===== src/rtl/cis_pkg.sv =====
// cis_pkg: shared types and constants for the instruction cluster steering block
// holds the input and result word structs, policy codes, register indexes
// no dependencies
package cis_pkg;

	localparam int SRC_SLOTS        = 3;
	localparam int DST_SLOTS        = 2;
	localparam int HINT_ENTRIES_DEF = 32;
	localparam int CNT_W            = 32;
	localparam int REG_W            = 10;
	localparam int CFG_W            = 8;
	localparam int CFG_IDX_W        = 2;

	localparam logic [2:0] POL_MODN   = 3'd0;
	localparam logic [2:0] POL_RR     = 3'd1;
	localparam logic [2:0] POL_PC     = 3'd2;
	localparam logic [2:0] POL_PROD   = 3'd3;
	localparam logic [2:0] POL_PARITY = 3'd4;

	localparam logic [CFG_IDX_W-1:0] CFG_POLICY = 2'd0;
	localparam logic [CFG_IDX_W-1:0] CFG_GROUP  = 2'd1;
	localparam logic [CFG_IDX_W-1:0] CFG_PCBIT  = 2'd2;

	localparam logic [7:0] GROUP_RST = 8'd1;
	localparam logic [5:0] PCBIT_RST = 6'd2;

	typedef struct packed {
		logic [63:0]      pc;
		logic [REG_W-1:0] src_reg_0;
		logic [REG_W-1:0] src_reg_1;
		logic [REG_W-1:0] src_reg_2;
		logic [REG_W-1:0] dst_reg_0;
		logic [REG_W-1:0] dst_reg_1;
	} in_word_t;

	typedef struct packed {
		logic       cluster;
		logic [1:0] cluster_mask;
	} out_word_t;

endpackage


===== src/rtl/instruction_cluster_steering.sv =====
// instruction_cluster_steering: steers each instruction word to one of two clusters
// contains the sequencer, the shared radix-2 divider and the hint memory
// depends on cis_pkg
//
// One input word yields one result word. The sequencer works on one word at a time:
// the mod-N step runs a radix-2 divider over the 32-bit steer counter, one quotient bit
// per cycle; the producer-locality policy first reads the hint memory once per source,
// each read taking an ST_RD and then an ST_ACC state; the other policies go straight
// from idle to the pick. Hints are kept in one single-port memory for int and float
// registers with a valid bit per entry, so reset leaves every hint unknown at once.
// A finished result waits in the output register while the next word is accepted.
module instruction_cluster_steering
	import cis_pkg::*;
#(
	parameter int HINT_ENTRIES = HINT_ENTRIES_DEF
) (
	input  logic                 clk,
	input  logic                 arst_n,
	input  logic                 in_valid,
	output logic                 in_stall,
	input  in_word_t             in_word,
	output logic                 out_valid,
	input  logic                 out_stall,
	output out_word_t            out_word,
	input  logic                 cfg_we,
	input  logic [CFG_IDX_W-1:0] cfg_idx,
	input  logic [CFG_W-1:0]     cfg_data
);

	localparam int IDX_W     = (HINT_ENTRIES > 1) ? $clog2(HINT_ENTRIES) : 1;
	localparam int MEM_DEPTH = 2 << IDX_W;
	localparam int ADDR_W    = IDX_W + 1;
	localparam int SSEL_W    = (SRC_SLOTS > 1) ? $clog2(SRC_SLOTS) : 1;
	localparam int DSEL_W    = (DST_SLOTS > 1) ? $clog2(DST_SLOTS) : 1;
	localparam int SLOT_W    = (SSEL_W > DSEL_W) ? SSEL_W : DSEL_W;
	localparam int VOTE_W    = $clog2(SRC_SLOTS + 1);
	localparam int DCNT_W    = $clog2(CNT_W);
	localparam logic [8:0] HINT_LIM = 9'(HINT_ENTRIES);

	typedef enum logic [6:0] {
		ST_IDLE = 7'b0000001,
		ST_RD   = 7'b0000010,
		ST_ACC  = 7'b0000100,
		ST_PICK = 7'b0001000,
		ST_DIV  = 7'b0010000,
		ST_WR   = 7'b0100000,
		ST_DONE = 7'b1000000
	} state_t;

	state_t            state_q;
	logic [2:0]        policy_q;
	logic [7:0]        group_q;
	logic [5:0]        pc_bit_q;
	logic [CNT_W-1:0]  counter_q;
	logic [63:0]       pc_q;
	logic [REG_W-1:0]  src_q [SRC_SLOTS];
	logic [REG_W-1:0]  dst_q [DST_SLOTS];
	logic [SLOT_W-1:0] slot_q;
	logic [VOTE_W-1:0] v0_q;
	logic [VOTE_W-1:0] v1_q;
	logic              cl_q;
	logic [CNT_W-1:0]  dvd_q;
	logic [7:0]        rem_q;
	logic [7:0]        div_q;
	logic [DCNT_W-1:0] dcnt_q;
	logic              out_valid_q;
	out_word_t         out_word_q;

	logic              hint_mem_q [MEM_DEPTH];
	logic              hint_vld_q [MEM_DEPTH];
	logic              rd_bit_q;
	logic              rd_vld_q;
	logic              rd_ok_q;

	logic [REG_W-1:0]  rd_reg;
	logic [REG_W-1:0]  wr_reg;
	logic [ADDR_W-1:0] rd_addr;
	logic [ADDR_W-1:0] wr_addr;
	logic              rd_ok;
	logic              wr_en;
	logic              par_found;
	logic              par_cl;
	logic              pick_div;
	logic              pick_cl;
	logic [8:0]        div_r;
	logic              div_ge;
	logic [8:0]        div_diff;
	logic              out_load;

	function automatic logic hint_ok(input logic [REG_W-1:0] r);
		hint_ok = !r[9] && ({1'b0, r[7:0]} < HINT_LIM);
	endfunction

	function automatic logic [ADDR_W-1:0] hint_addr(input logic [REG_W-1:0] r);
		hint_addr = {r[8], r[IDX_W-1:0]};
	endfunction

	// hint memory ports
	always_comb begin
		rd_reg  = src_q[slot_q[SSEL_W-1:0]];
		wr_reg  = dst_q[slot_q[DSEL_W-1:0]];
		rd_addr = hint_addr(rd_reg);
		wr_addr = hint_addr(wr_reg);
		rd_ok   = hint_ok(rd_reg);
		wr_en   = (state_q == ST_WR) && hint_ok(wr_reg);
	end

	always_ff @(posedge clk) begin
		if (wr_en) begin
			hint_mem_q[wr_addr] <= cl_q;
		end else begin
			rd_bit_q <= hint_mem_q[rd_addr];
		end
	end

	always_ff @(posedge clk or negedge arst_n) begin
		if (!arst_n) begin
			for (int i = 0; i < MEM_DEPTH; i++) begin
				hint_vld_q[i] <= 1'b0;
			end
			rd_vld_q <= 1'b0;
		end else begin
			if (wr_en) begin
				hint_vld_q[wr_addr] <= 1'b1;
			end
			rd_vld_q <= hint_vld_q[rd_addr];
		end
	end

	// first int or float register, destinations before sources
	always_comb begin
		par_found = 1'b0;
		par_cl    = 1'b0;
		for (int i = SRC_SLOTS - 1; i >= 0; i--) begin
			if (!src_q[i][9]) begin
				par_found = 1'b1;
				par_cl    = src_q[i][0];
			end
		end
		for (int i = DST_SLOTS - 1; i >= 0; i--) begin
			if (!dst_q[i][9]) begin
				par_found = 1'b1;
				par_cl    = dst_q[i][0];
			end
		end
	end

	always_comb begin
		pick_div = 1'b0;
		pick_cl  = 1'b0;
		unique case (policy_q)
			POL_MODN: begin
				pick_div = 1'b1;
			end
			POL_RR: begin
				pick_cl = counter_q[0];
			end
			POL_PC: begin
				pick_cl = pc_q[pc_bit_q];
			end
			POL_PROD: begin
				if (v0_q > v1_q) begin
					pick_cl = 1'b0;
				end else if (v1_q > v0_q) begin
					pick_cl = 1'b1;
				end else if (par_found) begin
					pick_cl = par_cl;
				end else begin
					pick_div = 1'b1;
				end
			end
			default: begin
				if (par_found) begin
					pick_cl = par_cl;
				end else begin
					pick_div = 1'b1;
				end
			end
		endcase
	end

	// restoring divider step
	always_comb begin
		div_r    = {rem_q, dvd_q[CNT_W-1]};
		div_ge   = div_r >= {1'b0, div_q};
		div_diff = div_r - {1'b0, div_q};
	end

	assign out_load = (state_q == ST_DONE) && (!out_valid_q || !out_stall);

	always_ff @(posedge clk or negedge arst_n) begin
		if (!arst_n) begin
			policy_q <= POL_PARITY;
			group_q  <= GROUP_RST;
			pc_bit_q <= PCBIT_RST;
		end else if (cfg_we) begin
			unique case (cfg_idx)
				CFG_POLICY: policy_q <= cfg_data[2:0];
				CFG_GROUP:  group_q  <= cfg_data;
				CFG_PCBIT:  pc_bit_q <= cfg_data[5:0];
				default: ;
			endcase
		end
	end

	always_ff @(posedge clk or negedge arst_n) begin
		if (!arst_n) begin
			state_q     <= ST_IDLE;
			counter_q   <= '0;
			slot_q      <= '0;
			v0_q        <= '0;
			v1_q        <= '0;
			dcnt_q      <= '0;
			out_valid_q <= 1'b0;
		end else begin
			if (out_load) begin
				out_valid_q <= 1'b1;
			end else if (!out_stall) begin
				out_valid_q <= 1'b0;
			end
			unique case (state_q)
				ST_IDLE: begin
					if (in_valid) begin
						slot_q  <= '0;
						v0_q    <= '0;
						v1_q    <= '0;
						state_q <= (policy_q == POL_PROD) ? ST_RD : ST_PICK;
					end
				end
				ST_RD: begin
					state_q <= ST_ACC;
				end
				ST_ACC: begin
					if (rd_ok_q && rd_vld_q) begin
						if (rd_bit_q) begin
							v1_q <= v1_q + 1'b1;
						end else begin
							v0_q <= v0_q + 1'b1;
						end
					end
					if (slot_q == SLOT_W'(SRC_SLOTS - 1)) begin
						state_q <= ST_PICK;
					end else begin
						slot_q  <= slot_q + 1'b1;
						state_q <= ST_RD;
					end
				end
				ST_PICK: begin
					slot_q <= '0;
					dcnt_q <= '0;
					if (pick_div || policy_q == POL_RR) begin
						counter_q <= counter_q + 1'b1;
					end
					state_q <= pick_div ? ST_DIV : ST_WR;
				end
				ST_DIV: begin
					dcnt_q <= dcnt_q + 1'b1;
					if (dcnt_q == DCNT_W'(CNT_W - 1)) begin
						state_q <= ST_WR;
					end
				end
				ST_WR: begin
					if (slot_q == SLOT_W'(DST_SLOTS - 1)) begin
						state_q <= ST_DONE;
					end else begin
						slot_q <= slot_q + 1'b1;
					end
				end
				ST_DONE: begin
					if (out_load) begin
						state_q <= ST_IDLE;
					end
				end
				default: begin
					state_q <= ST_IDLE;
				end
			endcase
		end
	end

	// payload registers
	always_ff @(posedge clk) begin
		if (state_q == ST_IDLE && in_valid) begin
			pc_q     <= in_word.pc;
			src_q[0] <= in_word.src_reg_0;
			src_q[1] <= in_word.src_reg_1;
			src_q[2] <= in_word.src_reg_2;
			dst_q[0] <= in_word.dst_reg_0;
			dst_q[1] <= in_word.dst_reg_1;
		end
		if (state_q == ST_RD) begin
			rd_ok_q <= rd_ok;
		end
		if (state_q == ST_PICK) begin
			cl_q  <= pick_cl;
			dvd_q <= counter_q;
			rem_q <= '0;
			div_q <= (group_q == '0) ? 8'd1 : group_q;
		end
		if (state_q == ST_DIV) begin
			dvd_q <= {dvd_q[CNT_W-2:0], 1'b0};
			rem_q <= div_ge ? div_diff[7:0] : div_r[7:0];
			cl_q  <= div_ge;
		end
		if (out_load) begin
			out_word_q.cluster      <= cl_q;
			out_word_q.cluster_mask <= {cl_q, ~cl_q};
		end
	end

	assign in_stall  = (state_q != ST_IDLE);
	assign out_valid = out_valid_q;
	assign out_word  = out_word_q;

`ifndef SYNTHESIS
	a_mask_matches: assert property (@(posedge clk) disable iff (!arst_n)
		out_valid |-> out_word.cluster_mask == {out_word.cluster, ~out_word.cluster})
		else $error("cluster mask does not match cluster");

	a_counter_step: assert property (@(posedge clk) disable iff (!arst_n)
		counter_q != $past(counter_q) |-> counter_q == $past(counter_q) + 1'b1)
		else $error("steer counter moved by more than one");

	a_result_from_done: assert property (@(posedge clk) disable iff (!arst_n)
		$rose(out_valid) |-> $past(state_q == ST_DONE))
		else $error("result word raised outside completion");

	a_accept_leaves_idle: assert property (@(posedge clk) disable iff (!arst_n)
		in_valid && !in_stall |=> state_q != ST_IDLE)
		else $error("accepted word did not start the sequencer");

	a_div_only_when_needed: assert property (@(posedge clk) disable iff (!arst_n)
		state_q == ST_PICK && !pick_div && policy_q != POL_RR |=> $stable(counter_q))
		else $error("steer counter advanced without a mod-N or round robin step");
`endif

endmodule

===== config.mk =====
export PLATFORM = sky130hd
export DESIGN_NAME = instruction_cluster_steering
export DESIGN_NICKNAME = d
export VERILOG_FILES = /design/src/rtl/cis_pkg.sv /design/src/rtl/instruction_cluster_steering.sv
export SDC_FILE = /design/constraint.sdc
export NUM_CORES = 1
export LEC_CHECK = 0
export ABC_CLOCK_PERIOD_IN_PS = 4800
export CAP_MARGIN = 20
export CORE_ASPECT_RATIO = 1.1
export CORE_MARGIN = 2
export CORE_UTILIZATION = 39
export CTS_BUF_LIST = sky130_fd_sc_hd__clkbuf_8 sky130_fd_sc_hd__clkbuf_16
export DETAILED_ROUTE_END_ITERATION = 6
export DONT_BUFFER_PORTS = 1
export PLACE_DENSITY = 0.55
export SYNTH_ARGS = -nofsm -noshare
export SYNTH_HDL_FRONTEND = slang
export SYNTH_SLANG_ARGS = --single-unit

===== constraint.sdc =====
create_clock -name clk -period 4.8 [get_ports clk]
set_clock_uncertainty 0.05 [all_clocks]
set_input_delay 1.44 -clock clk [delete_from_list [all_inputs] [get_ports clk]]
set_output_delay 1.44 -clock clk [all_outputs]
set_load 0.05 [all_outputs]

**Yosys cells after proc, flatten, opt, wreduce, memory -nomap -nowiden**

Memories as Yosys holds them, arrays and structs flattened. A register that Yosys moved wholly into a read port is not among the register bits.
Index checks and enable logic that the tools add are counted.

- Register bits: 250
- Memory bits (writable): 114
- Word-level logic and storage cells: 218
- Memories: 3

- Add/sub/neg operators: 6
- $lt $le $gt $ge: 9
- Equality and inequality tests: 26
- Muxes and demuxes: 57
- Bitwise operators: 4
- Reductions and logical operators: 29

Memories:

| memory | words | width | read ports | clocked after memory_dff | write ports | line | source |
|---|---|---|---|---|---|---|---|
| hint_mem_q | 64 | 1 | 1 | 1 | 1 | instruction_cluster_steering.sv:69 | `logic hint_mem_q [MEM_DEPTH];` |
| src_q | 3 | 10 | 4 | 0 | 3 | instruction_cluster_steering.sv:56 | `logic [REG_W-1:0] src_q [SRC_SLOTS];` |
| dst_q | 2 | 10 | 3 | 0 | 2 | instruction_cluster_steering.sv:57 | `logic [REG_W-1:0] dst_q [DST_SLOTS];` |

Operators by type and width:

| cell | count |
|---|---|
| $mux 32 | 2 |
| $or 64x64->64 | 1 |
| $pmux 7 s7 | 1 |
| $add 32x1->32 const B | 1 |
| $mux 1 | 28 |
| $mux 7 | 4 |
| $mux 8 | 3 |
| $lt 8x6->1 const B | 2 |
| $ne 2x2->1 const B | 8 |
| $reduce_and 4->1 | 4 |
| $ge 7x7->1 const B | 2 |
| $mux 2 | 7 |
| $not 6->7 | 2 |
| $bmux 1 s6 | 2 |
| $pmux 5 s2 | 1 |
| $ge 9x8->1 | 1 |
| $logic_not 8->1 | 1 |
| $mux 4 | 2 |
| $pmux 2 s2 | 2 |
| $pmux 2 s4 | 1 |
| $reduce_and 2->1 | 4 |
| $sub 8x8->8 | 1 |
| $eq 7x1->1 const B | 1 |
| $eq 7x2->1 const B | 1 |
| other kinds (30) | 49 |

**Depth between registers and ports, before layout**

An unclocked memory read counts as a cell.

- Word-level depth: 12
- Mapped depth: 11

**Worst setup path before layout**

OpenSTA, ideal clock, no wires.

- Kind: input to register
- Start: in in_valid
- End: mem dst_q[0][0], enable pin
- Setup time: 467 ps
- Data arrival time: 3,742 ps
- Data required time: 4,283 ps
- Slack: 541 ps
- Stages: 2
- Buffers on the path: 0
- Path through: nand2_1 inv_1

RTL lines:

| item | line | source |
|---|---|---|
| start: declaration | instruction_cluster_steering.sv:19 | `input logic in_valid,` |
| end: declaration | instruction_cluster_steering.sv:57 |  |

**Worst setup path in the final report**

- Start: reg state_q[4]
- End: out in_stall

- Longest elaborated chain between the ends: 1

RTL lines:

| item | line | source |
|---|---|---|
| start: declaration | instruction_cluster_steering.sv:50 | `state_t state_q;` |
| start signal: assignment | instruction_cluster_steering.sv:227 | `state_q <= (policy_q == POL_PROD) ? ST_RD : ST_PICK;` |
| start signal: assignment | instruction_cluster_steering.sv:254 | `state_q <= pick_div ? ST_DIV : ST_WR;` |
| $ne 7x1->1 | instruction_cluster_steering.sv:311 | `assign in_stall = (state_q != ST_IDLE);` |
| end: declaration | instruction_cluster_steering.sv:20 | `output logic in_stall,` |

No other way between the ends.

==> results.json <==
{
  "power_density_nw_per_um2": 517,
  "port-buffer-count": 0,
  "synthMuxAreaShare_pct": 11.4,
  "synthXorXnorAreaFrac_pct": 1.81,
  "drv_slew": 0,
  "critPathMaxStageDelay_ns": 0.53,
  "ios": 134,
  "overflow": 0,
  "cpLargestDelayFamily": "simple AND/OR/NAND/NOR gates",
  "crit_chain": "nor4_1, and3_1, inv_1",
  "async_flop_share_pct": 36.5,
  "first_global_vias": 8955,
  "cp.arrival_ns": 2.11,
  "cts-root-buf": "clkbuf_16",
  "path_class": "flop to output pin",
  "syn-num-nets": 1253,
  "synth-seq-cells": 364,
  "ff2ff_setup_slack_ns": 1.47,
  "first_iter_violations": 526,
  "synth_edf_count": 230,
  "leakagePower_nw": 6.81,
  "synthMostInstantiatedCell": "edfxtp_1",
  "routed_wirelength_um": 31900,
  "grt_usage_pct": 15.7,
  "slew-limit-headroom_pct": 36.7,
  "cts.sinks": 364,
  "rows": 76,
  "rsz0062_at_grt": "false",
  "hold_class": "flop to flop",
  "area_growth_syn_to_layout_pct": 12.4,
  "synth-simple-area-share_pct": 11.0,
  "dp_cells": 1585,
  "design.die.area_um2": 41300,
  "synth_compound_area_share_pct": 6.17,
  "ant_nets": 0,
  "final_util_pct": 44.4,
  "clk_path_buf_depth": 3,
  "ir_drop_mv": 0.357,
  "period_needed_ns": 3.60,
  "synth_adder_area_share_pct": 1.34,
  "drcViolationCount": 0,
  "antenna_found_initial": 4,
  "drive_gt1_share_pct": 18.7,
  "placed_area_um2": 16100,
  "finalWorstSetupSlack_ns": 1.20,
  "fin_nets": 1263,
  "wl_per_cell_um": 19.3,
  "drv_cap": 0,
  "hold_viol": 0,
  "synth_top_family_by_area": "multiplexers",
  "critPathRequiredTime_ns": 3.31,
  "place_ws_ns": 1.41,
  "cp.buffers_inverters": 1,
  "dr_total_vias": 8694,
  "synth_area_leaders": "edfxtp_1 45%, dfrtp_1 21%, mux2i_1 4.7%, mux2_2 3.6%, mux4_2 3.1%",
  "clk-insertion-delay-late_ns": 0.54,
  "fillCellCount": 3547,
  "dr.pass1.iters": 5,
  "grt_pass1_wl_um": 50900,
  "htree_levels": 2,
  "status": "complete, no violations",
  "syn_inst": 1108,
  "fmax_mhz": 278,
  "cp_max_fo": 6,
  "synth.largest_area_cell": "edfxtp_1",
  "p_total_mw": 8.99,
  "initial_core_util_pct": 39.5,
  "grt_max_degree": 134,
  "cts_buffers": 38,
  "cts_setup_buffers": 0,
  "start_kind": "flop",
  "ys_seq_area_share_pct": 66.3,
  "chipHeight_um": 213,
  "critPathCaptureType": "output pin",
  "layout.cell_area.non_filler_um2": 17400,
  "fin_cells": 1655,
  "ys.flop_type": "edfxtp_1",
  "period_share_pct": 75.0,
  "ys.warnings.count": 0,
  "worst_slew_pin_slew_ns": 0.949,
  "coreArea_um2": 39200,
  "cts_tree": "built",
  "place_congestion": 0.748,
  "dp_hpwl_um": 20900,
  "setup_viol": 0,
  "die_w_um": 194,
  "cts_hold_buf": 0,
  "cts_resized": 0,
  "synthDistinctLibCells": 61,
  "hold_ws_ns": 0.414,
  "vias_per_cell": 5.25,
  "cts.clk_slew.worst_paths_ns": 0.06,
  "syn_avg_cell_area_um2": 14.0,
  "fin_tns_setup_ns": 0,
  "critPathSlowestCell": "nor4_1",
  "syn_area_um2": 15500,
  "synth_top_area_share_pct": 44.6,
  "synthTopCellsByCount": "230 x edfxtp_1, 129 x dfrtp_1, 100 x nor2_1, 73 x mux2i_1, 67 x nand2_1"
}
[final cells by class]
class,instances,area (um2),area share (%)
clock inverters,29,337,1.94
multi-input cells,672,4950,28.4
inverters,32,123,0.705
well taps,507,634,3.65
repair buffers,10,100,0.576
diodes,1,2.50,0.0144
flip-flops and latches,364,10300,59.0
clock buffers,40,990,5.69
[placed cells by master (no fill, tap or decap), types with 3 or more instances in the layout]
master     netlist  layout
xnor2_1         17      17
and3_1           7       7
a22o_1          30      30
buf_4            2       8
nor2_1         100     100
o21ai_0         38      37
nor2b_1          5       5
nand3_1         19      19
nor4_1          13      12
or2_2           65      65
nor3_1          15      15
mux2i_1         73      73
o21a_1          10      10
dfrtp_1        129     129
dfstp_2          4       4
nand4_1         12      12
nand3b_1         6       6
a32o_1           3       3
mux4_2          21      21
xor2_1          15      15
edfxtp_1       230     230
o22ai_1         18      18
bufinv_16        0       8
clkinv_2         0       7
inv_1           32      36
ha_1            15      15
nand2_1         67      67
or4_1            5       5
or3_1            4       4
nand2b_1        10      10
clkbuf_16        0      39
nor3b_1          4       4
clkinv_1         0       7
a21oi_1         16      15
mux2_2          50      50
[flip-flops by register name (all words and copies together), names as in the netlist]
name	cells
cl_q	1
counter_q	32
dcnt_q	5
div_q	8
dst_q	20
dvd_q	32
group_q	8
hint_mem_q	64
hint_vld_q	64
out_valid	1
out_word	2
pc_bit_q	6
pc_q	64
policy_q	3
rd_bit_q	1
rd_ok_q	1
rd_vld_q	1
rem_q	8
slot_q	2
src_q	30
state_q	7
v0_q	2
v1_q	2
[logic make-up after synthesis]
logic type | after synthesis
flip-flops | 364
AND/OR/NAND/NOR | 340
multiplexers | 144
AO/OA/AOI/OAI | 140
buffers and inverters | 72
XOR/XNOR | 32
adder cells (fa/ha/maj) | 16
[metal layers]
| metal | part of all wire [%] | GRT usage (%) | vias to the layer above | routed length, um |
|---|---|---|---|---|
| met1 | 47 | 22.3 | 4282 | 15100 |
| met2 | 44 | 23.7 | 223 | 14100 |
| li1 | - | - | 4127 | - |
| met5 | 0.066 | 0 | - | 21 |
| met3 | 5.6 | 3.81 | 58 | 1780 |
| met4 | 2.7 | 5.33 | 4 | 875 |
[where the power goes]
group / total, mW / internal (mW) / switching, mW / leakage (nW)
Clock: 3.14 / 1.92 / 1.22 / 0.671
Combinational: 1.74 / 0.661 / 1.08 / 2.20
Sequential: 4.11 / 3.88 / 0.230 / 3.94
[final timing paths]
path,from,to,cells past startpoint
max in group asynchronous,arst_n,policy_q[2],0
min reg2reg,hint_vld_q[11],hint_vld_q[11],1
min in group asynchronous,arst_n,hint_vld_q[40],0
max reg2reg,pc_bit_q[0],cl_q,6
min,hint_vld_q[11],hint_vld_q[11],1
max,state_q[4],in_stall,3
Note: power is estimated with default switching activity, not from simulation.
